==> src/hdl/khd_pkg.sv <==
package khd_pkg;

	localparam int unsigned NUM_KEYS = 15;

	typedef logic [1:0] cfg_idx_t;
	localparam cfg_idx_t CFG_HOLD_THRESHOLD = 2'd0;
	localparam cfg_idx_t CFG_RELEASE_TICKS  = 2'd1;

	// column-major scan order of key codes
	localparam logic [3:0] SCAN_CODES [NUM_KEYS] = '{
		4'd1, 4'd4, 4'd7, 4'd10, 4'd13,
		4'd2, 4'd5, 4'd8, 4'd11, 4'd14,
		4'd3, 4'd6, 4'd9, 4'd12, 4'd15
	};

	localparam logic [7:0] HOLD_THRESHOLD_RST = 8'd50;
	localparam logic [7:0] RELEASE_TICKS_RST  = 8'd10;

	typedef struct packed {
		logic [7:0] countdown;
		logic [3:0] latched;
		logic [7:0] count;
		logic [3:0] pending;
	} khd_state_t;

endpackage

==> src/hdl/khd_next.sv <==
module khd_next import khd_pkg::*; (
	input  khd_state_t                 cur,
	input  logic       [NUM_KEYS-1:0]  pressed,
	input  logic                       taken,
	input  logic       [7:0]           hold_threshold,
	input  logic       [7:0]           release_ticks,
	output khd_state_t                 nxt
);

	logic [7:0] below;
	logic       gate;
	logic       any_pressed;
	logic [3:0] first_code;
	logic [3:0] last_code;
	logic [3:0] n_pressed;
	logic [8:0] cnt_sum;
	logic [7:0] cnt_sat;
	khd_state_t det;
	logic [3:0] pend0;

	always_comb begin
		below       = release_ticks - 8'd1;
		gate        = (cur.countdown == below) || (cur.countdown == 8'd0);
		any_pressed = |pressed;

		first_code = 4'd0;
		for (int i = NUM_KEYS - 1; i >= 0; i--) begin
			if (pressed[SCAN_CODES[i] - 4'd1])
				first_code = SCAN_CODES[i];
		end
		last_code = 4'd0;
		for (int i = 0; i < NUM_KEYS; i++) begin
			if (pressed[SCAN_CODES[i] - 4'd1])
				last_code = SCAN_CODES[i];
		end
		n_pressed = 4'd0;
		for (int i = 0; i < NUM_KEYS; i++)
			n_pressed = n_pressed + 4'(pressed[i]);

		// zero reload keeps the gate open for every pressed key
		if (release_ticks == 8'd0)
			cnt_sum = {1'b0, cur.count} + {5'd0, n_pressed};
		else
			cnt_sum = {1'b0, cur.count} + 9'd1;
		cnt_sat = cnt_sum[8] ? 8'hFF : cnt_sum[7:0];

		det = cur;
		if (gate && any_pressed) begin
			det.latched   = (release_ticks == 8'd0) ? last_code : first_code;
			det.countdown = release_ticks;
			det.count     = cnt_sat;
		end

		pend0 = taken ? 4'd0 : cur.pending;
		nxt   = det;
		nxt.pending = pend0;
		if (det.count >= hold_threshold && det.countdown == 8'd1 && pend0 == 4'd0)
			nxt.pending = det.latched;

		if (det.countdown != 8'd0) begin
			nxt.countdown = det.countdown - 8'd1;
		end else begin
			nxt.latched = 4'd0;
			nxt.count   = 8'd0;
		end
	end

endmodule

==> src/hdl/keypad_hold_debounce_core.sv <==
// channel | direction | handshake          | payload
// in      | sink      | in_valid/in_stall   | key_pressed[14:0], key_taken
// out     | source    | out_valid/out_stall | reported_key[3:0], current_key[3:0]
// cfg     | sink      | cfg_valid/cfg_ready | cfg_index[1:0], cfg_data[7:0]
//
// One word per cycle sustained while out is not stalled; a word passes the input
// register, then the state/result register. The state update is one pass of
// logic. Reset clears state and valid flags, not input data, and loads threshold
// 50, release ticks 10. A stalled result holds the state; the input register
// still takes one word, then in_stall rises. cfg_ready is always high.
module keypad_hold_debounce_core import khd_pkg::*; (
	input  logic                 clk,
	input  logic                 arst_n,
	input  logic                 in_valid,
	output logic                 in_stall,
	input  logic [NUM_KEYS-1:0]  key_pressed,
	input  logic                 key_taken,
	output logic                 out_valid,
	input  logic                 out_stall,
	output logic [3:0]           reported_key,
	output logic [3:0]           current_key,
	input  logic                 cfg_valid,
	output logic                 cfg_ready,
	input  cfg_idx_t             cfg_index,
	input  logic [7:0]           cfg_data
);

	logic [7:0]          hold_threshold_q;
	logic [7:0]          release_ticks_q;
	logic                valid_s1;
	logic [NUM_KEYS-1:0] pressed_s1;
	logic                taken_s1;
	logic                out_valid_q;
	khd_state_t          state_q;
	khd_state_t          state_nxt;
	logic                out_free;
	logic                advance;
	logic                in_take;

	assign cfg_ready = 1'b1;
	assign out_free  = !out_valid_q || !out_stall;
	assign advance   = valid_s1 && out_free;
	assign in_stall  = valid_s1 && !out_free;
	assign in_take   = in_valid && !in_stall;

	always_ff @(posedge clk or negedge arst_n) begin
		if (!arst_n) begin
			hold_threshold_q <= HOLD_THRESHOLD_RST;
			release_ticks_q  <= RELEASE_TICKS_RST;
		end else if (cfg_valid) begin
			unique case (cfg_index)
				CFG_HOLD_THRESHOLD: hold_threshold_q <= cfg_data;
				CFG_RELEASE_TICKS:  release_ticks_q  <= cfg_data;
				default: ;
			endcase
		end
	end

	always_ff @(posedge clk or negedge arst_n) begin
		if (!arst_n) begin
			valid_s1 <= 1'b0;
		end else if (in_take) begin
			valid_s1 <= 1'b1;
		end else if (advance) begin
			valid_s1 <= 1'b0;
		end
	end

	always_ff @(posedge clk) begin
		if (in_take) begin
			pressed_s1 <= key_pressed;
			taken_s1   <= key_taken;
		end
	end

	khd_next u_next (
		.cur            (state_q),
		.pressed        (pressed_s1),
		.taken          (taken_s1),
		.hold_threshold (hold_threshold_q),
		.release_ticks  (release_ticks_q),
		.nxt            (state_nxt)
	);

	// state only moves when a word enters the result register, so it is the result
	always_ff @(posedge clk or negedge arst_n) begin
		if (!arst_n) begin
			state_q     <= '0;
			out_valid_q <= 1'b0;
		end else if (advance) begin
			state_q     <= state_nxt;
			out_valid_q <= 1'b1;
		end else if (!out_stall) begin
			out_valid_q <= 1'b0;
		end
	end

	assign out_valid    = out_valid_q;
	assign reported_key = state_q.pending;
	assign current_key  = state_q.latched;

endmodule

==> config.mk <==
export PLATFORM = sky130hd
export DESIGN_NAME = keypad_hold_debounce_core
export DESIGN_NICKNAME = d
export VERILOG_FILES = /design/src/hdl/khd_pkg.sv /design/src/hdl/khd_next.sv /design/src/hdl/keypad_hold_debounce_core.sv
export SDC_FILE = /design/constraint.sdc
export NUM_CORES = 1
export LEC_CHECK = 0
export BUFFER_PORTS_ARGS = -buffer_cell sky130_fd_sc_hd__buf_2
export CORE_MARGIN = 2
export CORE_UTILIZATION = 35
export DETAILED_ROUTE_END_ITERATION = 8
export PLACE_DENSITY_LB_ADDON = 0.2
export SYNTH_ARGS = -nofsm -noshare
export SYNTH_HDL_FRONTEND = slang
export SYNTH_HIERARCHICAL = 1
export SYNTH_SLANG_ARGS = --single-unit
==> constraint.sdc <==
create_clock -name clk -period 7.9 [get_ports clk]
set_input_delay 1.58 -clock clk [delete_from_list [all_inputs] [get_ports clk]]
set_output_delay 1.58 -clock clk [all_outputs]
set_load 0.01 [all_outputs]
==> flow_summary.toml, run 1 <==
[pwr]
p_sw_frac = 0.378
power.total_mw = 1.48
pwr_density_cell_nw_per_um2 = 303
vdd_ir_drop_max_v = 0.000180
p_sw_mw = 0.557
pwr-share-comb = 0.430
internal_power_mw = 0.918
seqPwrFrac = 0.321
p_leak_nw = 2.16
clockPowerShare = 0.248

[synthesis]
synth-warning-count = 6
syn_area_sq_um = 4340
async_flop_share = 0.724
yosysSeqAreaShare = 0.355
synthCells = 433
synth_edf_count = 16
synthDistinctLibCells = 67
syn_avg_cell_area_sq_um = 10.0
synth-seq-cells = 58
synth_flop_cell = "dfrtp_1"
syn_nets = 496

[placed_design]
numPortBuffers = 40
gp_congestion = 0.880
dpl.hpwl_um = 7610

[floorplan]
die_x_um = 115
die_h_um = 115
fp-row-count = 40
io_pins = 42
dieArea_sq_um = 13300
coreArea_sq_um = 12100
initial_core_util = 0.359

[worst_setup_path]
crit_type = "reg -> reg"
cpLargestDelayFamily = "adder cells"
worstPathRequired_ns = 8.11
worst-path-max-fanout = 8
critPathArrivalTime_ns = 6.57
crit_buf_inv = 3
setup.worst_path.start_class = "register"
max_stage_delay_ns = 0.53
crit_slowest_cell = "fa_1"
crit_path_frequent_cell = "fa_1"
crit_path_end_kind = "register"

[cts]
clk_latency_ns = 0.34
clkSlewWorstSetupHoldPaths_ns = 0.05
ctsHoldBuffers = 0
post_cts_buffers = 0
cts.sinks = 58
clockBufferDepth = 2
numCtsBuffers = 9
cts_tree = "built"
clockRootBuffer = "clkbuf_16"
htreeDepth = 3
ctsResizeCount = 0

[routing]
wirelength_um = 10100
drc = 0
wire_per_inst_um = 16.0
vias_per_cell = 5.16
drtIter0Drc = 171
drt-pass1-iter-count = 4
routed-via-count = 3269
ant_nets = 0

[grt]
grt_max_degree = 43
grt_pass1_vias = 3338
grt_pass1_wl_um = 17100
grt_usage = 0.167
antenna_found_initial = 0
overflow = 0

[timing]
slew_headroom = 0.349
slew_viol_final = 0
skew_ns = 0.00966
worst_pin_slew_ns = 0.977
timing.final.crit_share = 0.804
setup_tns_ns = 0
rsz0062_at_grt = "no"
min_period_ns = 6.35
final-setup-viol-count = 0
fmax_mhz = 157
finalHoldViolCount = 0

[cells_and_area]
nets = 524
drive_gt1_frac = 0.245
syn_to_final_growth_pct = 12.5
antennaDiodeCount = 0

[min_path]
hp-class = "reg -> reg"

[status]
status = "completed"

[job]
cap_violations = 0
## stage by stage
step                      instance area, sq um  std cells  hold slack, ns  setup slack [ns]   util
after floorplan                           4340        433           0.451              2.21      -
after global placement                    4600        618           0.454              1.72  0.381
after detailed placement                  4600        618           0.480              1.51  0.381
after CTS                                 4880        634           0.492              1.49  0.404
after global routing                      4880        634           0.519              1.01  0.404
final                                     4880        634           0.486              1.55  0.404
## Yosys cell counts (all sizes together) (3+ instances only)
master | n | area [sq um]
a211oi | 7 | 52.6
a21o | 7 | 52.6
a21oi | 26 | 130
a31oi | 3 | 18.8
buf | 15 | 119
clkbuf | 9 | 33.8
dfrtp | 37 | 926
dfstp | 5 | 131
edfxtp | 16 | 480
fa | 11 | 220
ha | 21 | 263
inv | 47 | 176
mux2 | 45 | 510
mux2i | 11 | 110
nand2 | 14 | 52.6
nand2b | 7 | 43.8
nand3 | 13 | 65.1
nor2 | 27 | 109
nor2b | 6 | 37.5
nor3 | 8 | 40.0
nor3b | 4 | 41.3
nor4 | 7 | 43.8
o21a | 3 | 22.5
o21ai | 19 | 95.1
o22ai | 5 | 37.5
o31ai | 5 | 37.5
or3 | 3 | 18.8
xnor2 | 11 | 96.3
xor2 | 3 | 26.3
## cells by family (layout without fill, tap and decap cells)
kind of cell             Yosys count  count (layout)  share of synthesized area
AO/OA/AOI/OAI                    103             103                      0.165
XOR/XNOR                          14              14                     0.0283
adder cells (fa/ha/maj)           32              32                      0.111
buffers and inverters             71             104                     0.0759
flip-flops                        58              58                      0.355
multiplexers                      56              56                      0.143
other                              1               1                   0.000865
AND/OR/NAND/NOR                   98              98                      0.121
## metal layers
layer,routed length [um],share of wire,global-route usage
met1,4480,0.44,0.198
met2,5200,0.51,0.294
met3,346,0.034,0.0459
met5,0,0,0
met4,117,0.012,0.0522
## layout make-up
class | count | area, sq um
Tap cell | 168 | 210
Multi-Input combinational cell | 304 | 2470
Sequential cell | 58 | 1540
Timing Repair Buffer | 41 | 208
Inverter | 47 | 176
Clock inverter | 2 | 11.3
Fill cell | 1203 | 7190
Clock buffer | 14 | 264
## state kept, by name (all words and copies together) (netlist names)
signal            count
release_ticks_q       8
hold_threshold_q      8
pressed_s1           15
out_valid             1
reported_key          4
state_q              16
current_key           4
taken_s1              1
valid_s1              1
## power by group through the flow
stage          Combinational (mW)  Sequential [mW]  Clock [mW]
3_3_place_gp                0.620            0.479           0
4_1_cts                     0.643            0.476       0.378
2_1_floorplan               0.538            0.435           0
5_1_grt                     0.730            0.489       0.393
6_report                    0.635            0.474       0.366
3_5_place_dp                0.639            0.481           0
## path summary, 6_finish.rpt
| check | to | cells past startpoint | startpoint | slack (ns) |
|---|---|---|---|---|
| worst max-delay path | reported_key[2] | 26 | pressed_s1[2] | 1.55 |
| worst min-delay path | out_valid | 1 | valid_s1 | 0.49 |
| worst max register to register | reported_key[2] | 26 | pressed_s1[2] | 1.55 |
| worst min register to register | out_valid | 1 | valid_s1 | 0.49 |
| max in group asynchronous | current_key[0] | 1 | arst_n | 5.88 |
| min in group asynchronous | release_ticks_q[0] | 1 | arst_n | 1.41 |
## placed cells by master (no fill, tap or decap), types with 4 or more instances in the layout
cell / netlist / routed
a211oi_1: 7 / 7
a21o_1: 7 / 7
a21oi_1: 26 / 26
buf_2: 2 / 40
clkbuf_16: 0 / 9
dfrtp_1: 37 / 37
dfstp_2: 5 / 5
edfxtp_1: 16 / 16
fa_1: 11 / 11
ha_1: 21 / 21
inv_1: 45 / 45
mux2_2: 43 / 43
mux2i_1: 11 / 11
nand2_1: 14 / 14
nand2b_1: 7 / 7
nand3_1: 13 / 13
nor2_1: 26 / 26
nor2b_1: 6 / 6
nor3_1: 8 / 8
nor4_1: 7 / 7
o21ai_0: 19 / 19
o22ai_1: 4 / 4
o31ai_1: 5 / 5
xnor2_1: 11 / 11
No activity file was read; power rests on OpenSTA's default activity.
==> run 2: changes to the inputs <==
Clock period 7.9 ns to 6.29 ns, I/O delays scaled along.
==> run 2 against run 1 <==
Die area unchanged. Maximum frequency is 6.3% higher. Highest routed layer unchanged. Clock power rose by 55%. Count of clock-buffer cells in the layout is 1 lower. Largest cell class unchanged. Utilization is 1.3 points higher. Critical endpoint unchanged. Power grew 33%. Global-route usage shrank 0.18 points. Routed wire length increased by 0.93%. Flip-flop and latch count did not move. Combinational power is 27% higher.
==> flow_summary.toml, run 2 (same netlist as run 1, synthesis figures left out) <==
[status]
status = "completed"

[placed_design]
dpl.hpwl_um = 7680
numPortBuffers = 40
gp_congestion = 0.914
dp_cells = 627
postPlaceCellArea_sq_um = 4670
dp_slack_ns = 0.0265

[worst_setup_path]
rr_endpoint = "reported_key[2]"
worst-path-max-fanout = 4
critPathArrivalTime_ns = 6.20
ff2ff_setup_slack_ns = 0.31
reg2reg_depth = 26
setup.worst_path.start_class = "register"
crit_path_end_kind = "register"
worstPathRequired_ns = 6.51
worstReg2RegStart = "state_q[4]"
crit_type = "reg -> reg"

[timing]
worst_pin_slew_ns = 0.982
min_period_ns = 5.98
slew_headroom = 0.345
fmax_mhz = 167
skew_ns = 0.0134
final-setup-viol-count = 0
finalHoldViolCount = 0
worst_slack_ns = 0.312
holdWs_ns = 0.485
timing.final.crit_share = 0.950
slew_viol_final = 0
rsz0062_at_grt = "no"
setup_tns_ns = 0

[job]
cap_violations = 0

[cells_and_area]
n_fill_cell = 1181
layout_common_cells = "inv_1 (44), mux2_2 (43), buf_2 (40), dfrtp_1 (37)"
antennaDiodeCount = 0
fin_cells = 643
mostFrequentLayoutCell = "inv_1"
regMostFlops = "state_q"
nets = 533
utilization = 0.417
syn_to_final_growth_pct = 16.1
design_area_sq_um = 5030
top_regs = "state_q x16, pressed_s1 x15"
drive_gt1_frac = 0.272
multi_input_area_sq_um = 2480
largest_register_ffs = 16
seq_area_sq_um = 1540

[grt]
grt_max_degree = 43
grt_usage = 0.165
grt_pass1_wl_um = 17000
grt_pass1_vias = 3294
overflow = 0
antenna_found_initial = 0

[floorplan]
io_pins = 42
die_x_um = 115
die_h_um = 115
dieArea_sq_um = 13300
initial_core_util = 0.359
fp-row-count = 40
coreArea_sq_um = 12100

[routing]
wire_per_inst_um = 15.9
routed-via-count = 3320
drc = 0
ant_nets = 0
drt-pass1-iter-count = 5
wirelength_um = 10200
drtIter0Drc = 166
vias_per_cell = 5.16

[cts]
htreeDepth = 3
cts.sinks = 58
clkSlewWorstSetupHoldPaths_ns = 0.06
cts_tree = "built"
numCtsBuffers = 9
clockBufferDepth = 2
clockRootBuffer = "clkbuf_16"
clk_latency_ns = 0.34
post_cts_buffers = 0

[pwr]
vdd_ir_drop_max_v = 0.000159
p_leak_nw = 2.25
pwr_density_cell_nw_per_um2 = 391
power.total_mw = 1.97

[min_path]
hp-class = "reg -> reg"
hold_end = "out_valid"
holdPathStages = 1
min_from = "valid_s1"
==> run 2: changes by cell type in the layout (fill, tap and decap cells not counted), moves of 2 or more <==
cell	previous run	this run
bufinv_16	0	2
clkbuf_8	2	4
clkbuf_1	3	0
buf_4	1	10
==> run 2: worst max-delay path by stage <==
stage	from	end	slack (ns)	depth (start not counted)
detailed placement	pressed_s1[6]	reported_key[2]	0.03	26
CTS	pressed_s1[6]	reported_key[2]	0.02	26
global route	pressed_s1[6]	reported_key[2]	0.02	26
global placement	pressed_s1[6]	reported_key[2]	0.23	26
finish	state_q[4]	reported_key[2]	0.31	26
floorplan	state_q[4]	reported_key[2]	0.60	26
==> run 2: metal layers <==
metal	wire length (um)	GRT usage	vias to the layer above
met5	0	0	-
met4	101	0.0538	0
met3	468	0.0438	10
met2	5100	0.281	81
met1	4560	0.204	1601
li1	-	-	1628
==> run 2: worst max-delay path, stage by stage (launching register included) <==
cell,delay [ns]
dfrtp_1,0.40
fa_1,0.54
inv_1,0.05
fa_1,0.48
fa_1,0.53
fa_1,0.41
inv_1,0.07
ha_1,0.16
inv_1,0.05
fa_1,0.39
nor2b_1,0.11
o21ai_0,0.10
a21boi_1,0.21
o311ai_2,0.14
nand2b_4,0.19
o2111ai_1,0.14
o21ai_0,0.14
ha_1,0.28
nand2b_1,0.14
a21o_1,0.17
a21o_1,0.17
a21oi_1,0.15
nor2b_1,0.06
o21ai_1,0.17
a211o_1,0.21
o22ai_1,0.10
mux2_1,0.30
==> run 2: layout make-up <==
type	count	area share
sequential	58	0.306
multi-input combinational	304	0.494
clock inverter	3	0.0137
inverter	47	0.0351
clock buffer	13	0.0557
tap	168	0.0418
timing repair buffer	50	0.0547
==> run 2: timing repair <==
action | 4_1_cts | 5_1_grt
setup endpoints to repair | 0 | 4
hold buffers | 0 | 0
resized for setup | 0 | 6
hold endpoints to repair | 0 | 0
==> run 2: power by group <==
part / switching (mW) / internal, mW
Clock: 0.177 / 0.390
Combinational: 0.408 / 0.401
Sequential: 0.119 / 0.471
Total: 0.704 / 1.26
==> run 3: changes to the inputs <==
Settings changed: CAP_MARGIN from default to 20, SLEW_MARGIN from default to 15, SYNTH_HIERARCHICAL 1 to default.
==> run 3 against run 2 <==
Clock power shrank 3%. Synthesized area decreased by 0.58%. Via count is 4.6% higher. Synthesized cell count up 6.2%. Critical path type unchanged. Critical endpoint unchanged.
==> flow_summary.toml, run 3 <==
[status]
status = "completed"

[synthesis]
syn_area_sq_um = 4310
synth_top_area_share = 0.215
async_flop_share = 0.724
ys_top_cells_by_count = "nand2_1 (50), inv_1 (46), dfrtp_1 (37), nor2_1 (29), o21ai_0 (29)"
synth_edf_count = 16
synth-warning-count = 0
syn_avg_cell_area_sq_um = 9.37
synthTopCellsByArea = "dfrtp_1 (21%), edfxtp_1 (11%), ha_1 (6.7%), fa_1 (4.6%), nand2_1 (4.4%)"
synth_flop_cell = "dfrtp_1"
syn_nets = 524
synth-seq-cells = 58
yosysSeqAreaShare = 0.357
synth_most_common_cell = "nand2_1"
synthCells = 460
synth_top_cell_by_area = "dfrtp_1"
synthDistinctLibCells = 66

[timing]
fmax_mhz = 159
slew_headroom = 0.336
final-setup-viol-count = 0
min_period_ns = 6.29
timing.final.crit_share = 1.00
skew_ns = 0.00559
finalHoldViolCount = 0
slew_viol_final = 0
worst_slack_ns = 0.00179
worst_pin_slew_ns = 0.996
rsz0062_at_grt = "yes"

[worst_setup_path]
crit_path_end_kind = "register"
crit_slowest_cell = "fa_2"
cpLargestDelayFamily = "adder cells"
critPathArrivalTime_ns = 6.49
crit_buf_inv = 3
max_stage_delay_ns = 0.55
worst-path-max-fanout = 4
setup.worst_path.start_class = "register"
worstPathRequired_ns = 6.49
crit_type = "reg -> reg"

[grt]
grt_usage = 0.170
grt_pass1_vias = 3419
grt_max_degree = 43
grt_pass1_wl_um = 17300
overflow = 0
antenna_found_initial = 0

[floorplan]
coreArea_sq_um = 12000
dieArea_sq_um = 13200
initial_core_util = 0.359
fp-row-count = 40
die_h_um = 115
die_x_um = 115
io_pins = 42

[cts]
cts.sinks = 58
clockBufferDepth = 2
numCtsBuffers = 9
clk_latency_ns = 0.33
cts_tree = "built"
htreeDepth = 3
clockRootBuffer = "clkbuf_16"
clkSlewWorstSetupHoldPaths_ns = 0.05

[cells_and_area]
syn_to_final_growth_pct = 16.1
largest_register_ffs = 16
n_fill_cell = 1195
design_area_sq_um = 5000
mostFrequentLayoutCell = "nand2_1"
layout_common_cells = "nand2_1 (49), inv_1 (44), buf_2 (40), dfrtp_1 (37), nor2_1 (29)"
top_regs = "state_q x16, pressed_s1 x15"
antennaDiodeCount = 0
drive_gt1_frac = 0.242
regMostFlops = "state_q"
nets = 559

[routing]
drc = 0
wire_per_inst_um = 16.4
vias_per_cell = 5.37
routed-via-count = 3474
drt-pass1-iter-count = 4
wirelength_um = 10600
ant_nets = 0
drtIter0Drc = 156

[placed_design]
numPortBuffers = 40
gp_congestion = 0.871
dpl.hpwl_um = 7940
postPlaceCellArea_sq_um = 4580
dp_slack_ns = -0.160

[pwr]
pwr-share-comb = 0.319
pwr_density_cell_nw_per_um2 = 321
vdd_ir_drop_max_v = 0.000124
internal_power_mw = 1.06
seqPwrFrac = 0.340
p_sw_mw = 0.544
p_leak_nw = 2.22
clockPowerShare = 0.341
power.total_mw = 1.61
p_sw_frac = 0.339

[min_path]
hp-class = "reg -> reg"

[job]
cap_violations = 0
## run 3: cell count changes in the layout (fill, tap and decap cells not counted), moves of 5 or more
| cell | previous run | this run |
|---|---|---|
| a211oi_1 | 7 | 2 |
| a21oi_1 | 26 | 18 |
| a221oi_1 | 2 | 7 |
| mux2_2 | 43 | 14 |
| nand2_1 | 14 | 49 |
| o21ai_0 | 18 | 24 |
| o31ai_2 | 0 | 6 |
## run 3: kinds of logic after synthesis
| kind of cell | Yosys count | synth area share |
|---|---|---|
| compound gates | 119 | 0.202 |
| simple gates | 137 | 0.154 |
| buf+inv | 75 | 0.0833 |
| fa+ha+maj | 33 | 0.113 |
| other cells | 1 | 0.000870 |
| xor+xnor | 12 | 0.0244 |
| mux | 25 | 0.0656 |
| flops | 58 | 0.357 |
## run 3: layer usage
metal  GRT usage  part of all wire  up-vias
met3      0.0322             0.030       15
met4      0.0651             0.019        0
met2       0.288              0.49       65
li1            -                 -     1687
met1       0.217              0.46     1707
met5           0                 0        -
## run 3: metrics by stage
step | hold WS [ns] | instances | setup TNS, ns | util
CTS | 0.512 | 643 | 0 | 0.409
detailed placement | 0.499 | 627 | -0.525 | 0.381
global route | 0.527 | 647 | -1.05 | 0.417
global placement | 0.493 | 627 | 0 | 0.381
floorplan | 0.471 | 460 | 0 | -
finish | 0.505 | 647 | 0 | 0.417
## run 3: final cells by class
class                   instances  area, sq um  area share
multi-input cells             327         2470       0.494
flip-flops and latches         58         1540       0.307
repair buffers                 53          310      0.0620
clock buffers                  12          258      0.0515
well taps                     147          184      0.0368
inverters                      46          173      0.0345
clock inverters                 4         71.3      0.0143
## run 3: power by group through the flow
stage / clock [mW] / combinational (mW) / sequential, mW
floorplan: 0 / 0.432 / 0.503
global placement: 0 / 0.481 / 0.550
detailed placement: 0 / 0.491 / 0.551
CTS: 0.560 / 0.496 / 0.544
global route: 0.576 / 0.583 / 0.558
finish: 0.548 / 0.512 / 0.546
## run 3: path summary, 6_finish.rpt
| path | end | cells after the start | from | slack (ns) |
|---|---|---|---|---|
| min in group asynchronous | state_q[19] | 1 | arst_n | 0.80 |
| hold reg to reg | reported_key[3] | 2 | reported_key[3] | 0.51 |
| setup reg to reg | reported_key[2] | 27 | pressed_s1[1] | 0.002 |
| max in group asynchronous | hold_threshold_q[4] | 2 | arst_n | 4.95 |
| hold / removal | reported_key[3] | 2 | reported_key[3] | 0.51 |
| setup / recovery | reported_key[2] | 27 | pressed_s1[1] | 0.002 |
## run 3: timing repair
action                                  in CTS  in global routing
setup buffers                                0                  3
endpoints found under the setup margin       4                  4
hold buffers                                 0                  0
pin swaps                                    5                 12
resized for setup                            5                 15
## run 3: worst reg2reg max path, cell delays in order (launching register included)
cell and delay, ns:
edfxtp_1 0.37, inv_2 0.06, ha_4 0.26, inv_2 0.03, fa_1 0.50, fa_2 0.55, fa_1 0.42, fa_1 0.49
inv_1 0.04, ha_2 0.17, fa_2 0.52, nand2_2 0.06, fa_2 0.37, nor2b_2 0.14, o21ai_2 0.06, nand2b_1 0.09
or3b_4 0.40, a21oi_2 0.15, a21oi_2 0.06, ha_1 0.31, nand2b_4 0.13, a21o_1 0.17, a21o_1 0.18, a21oi_2 0.12
nor2b_1 0.06, o21ai_1 0.14, a211o_1 0.21, o21ai_1 0.08
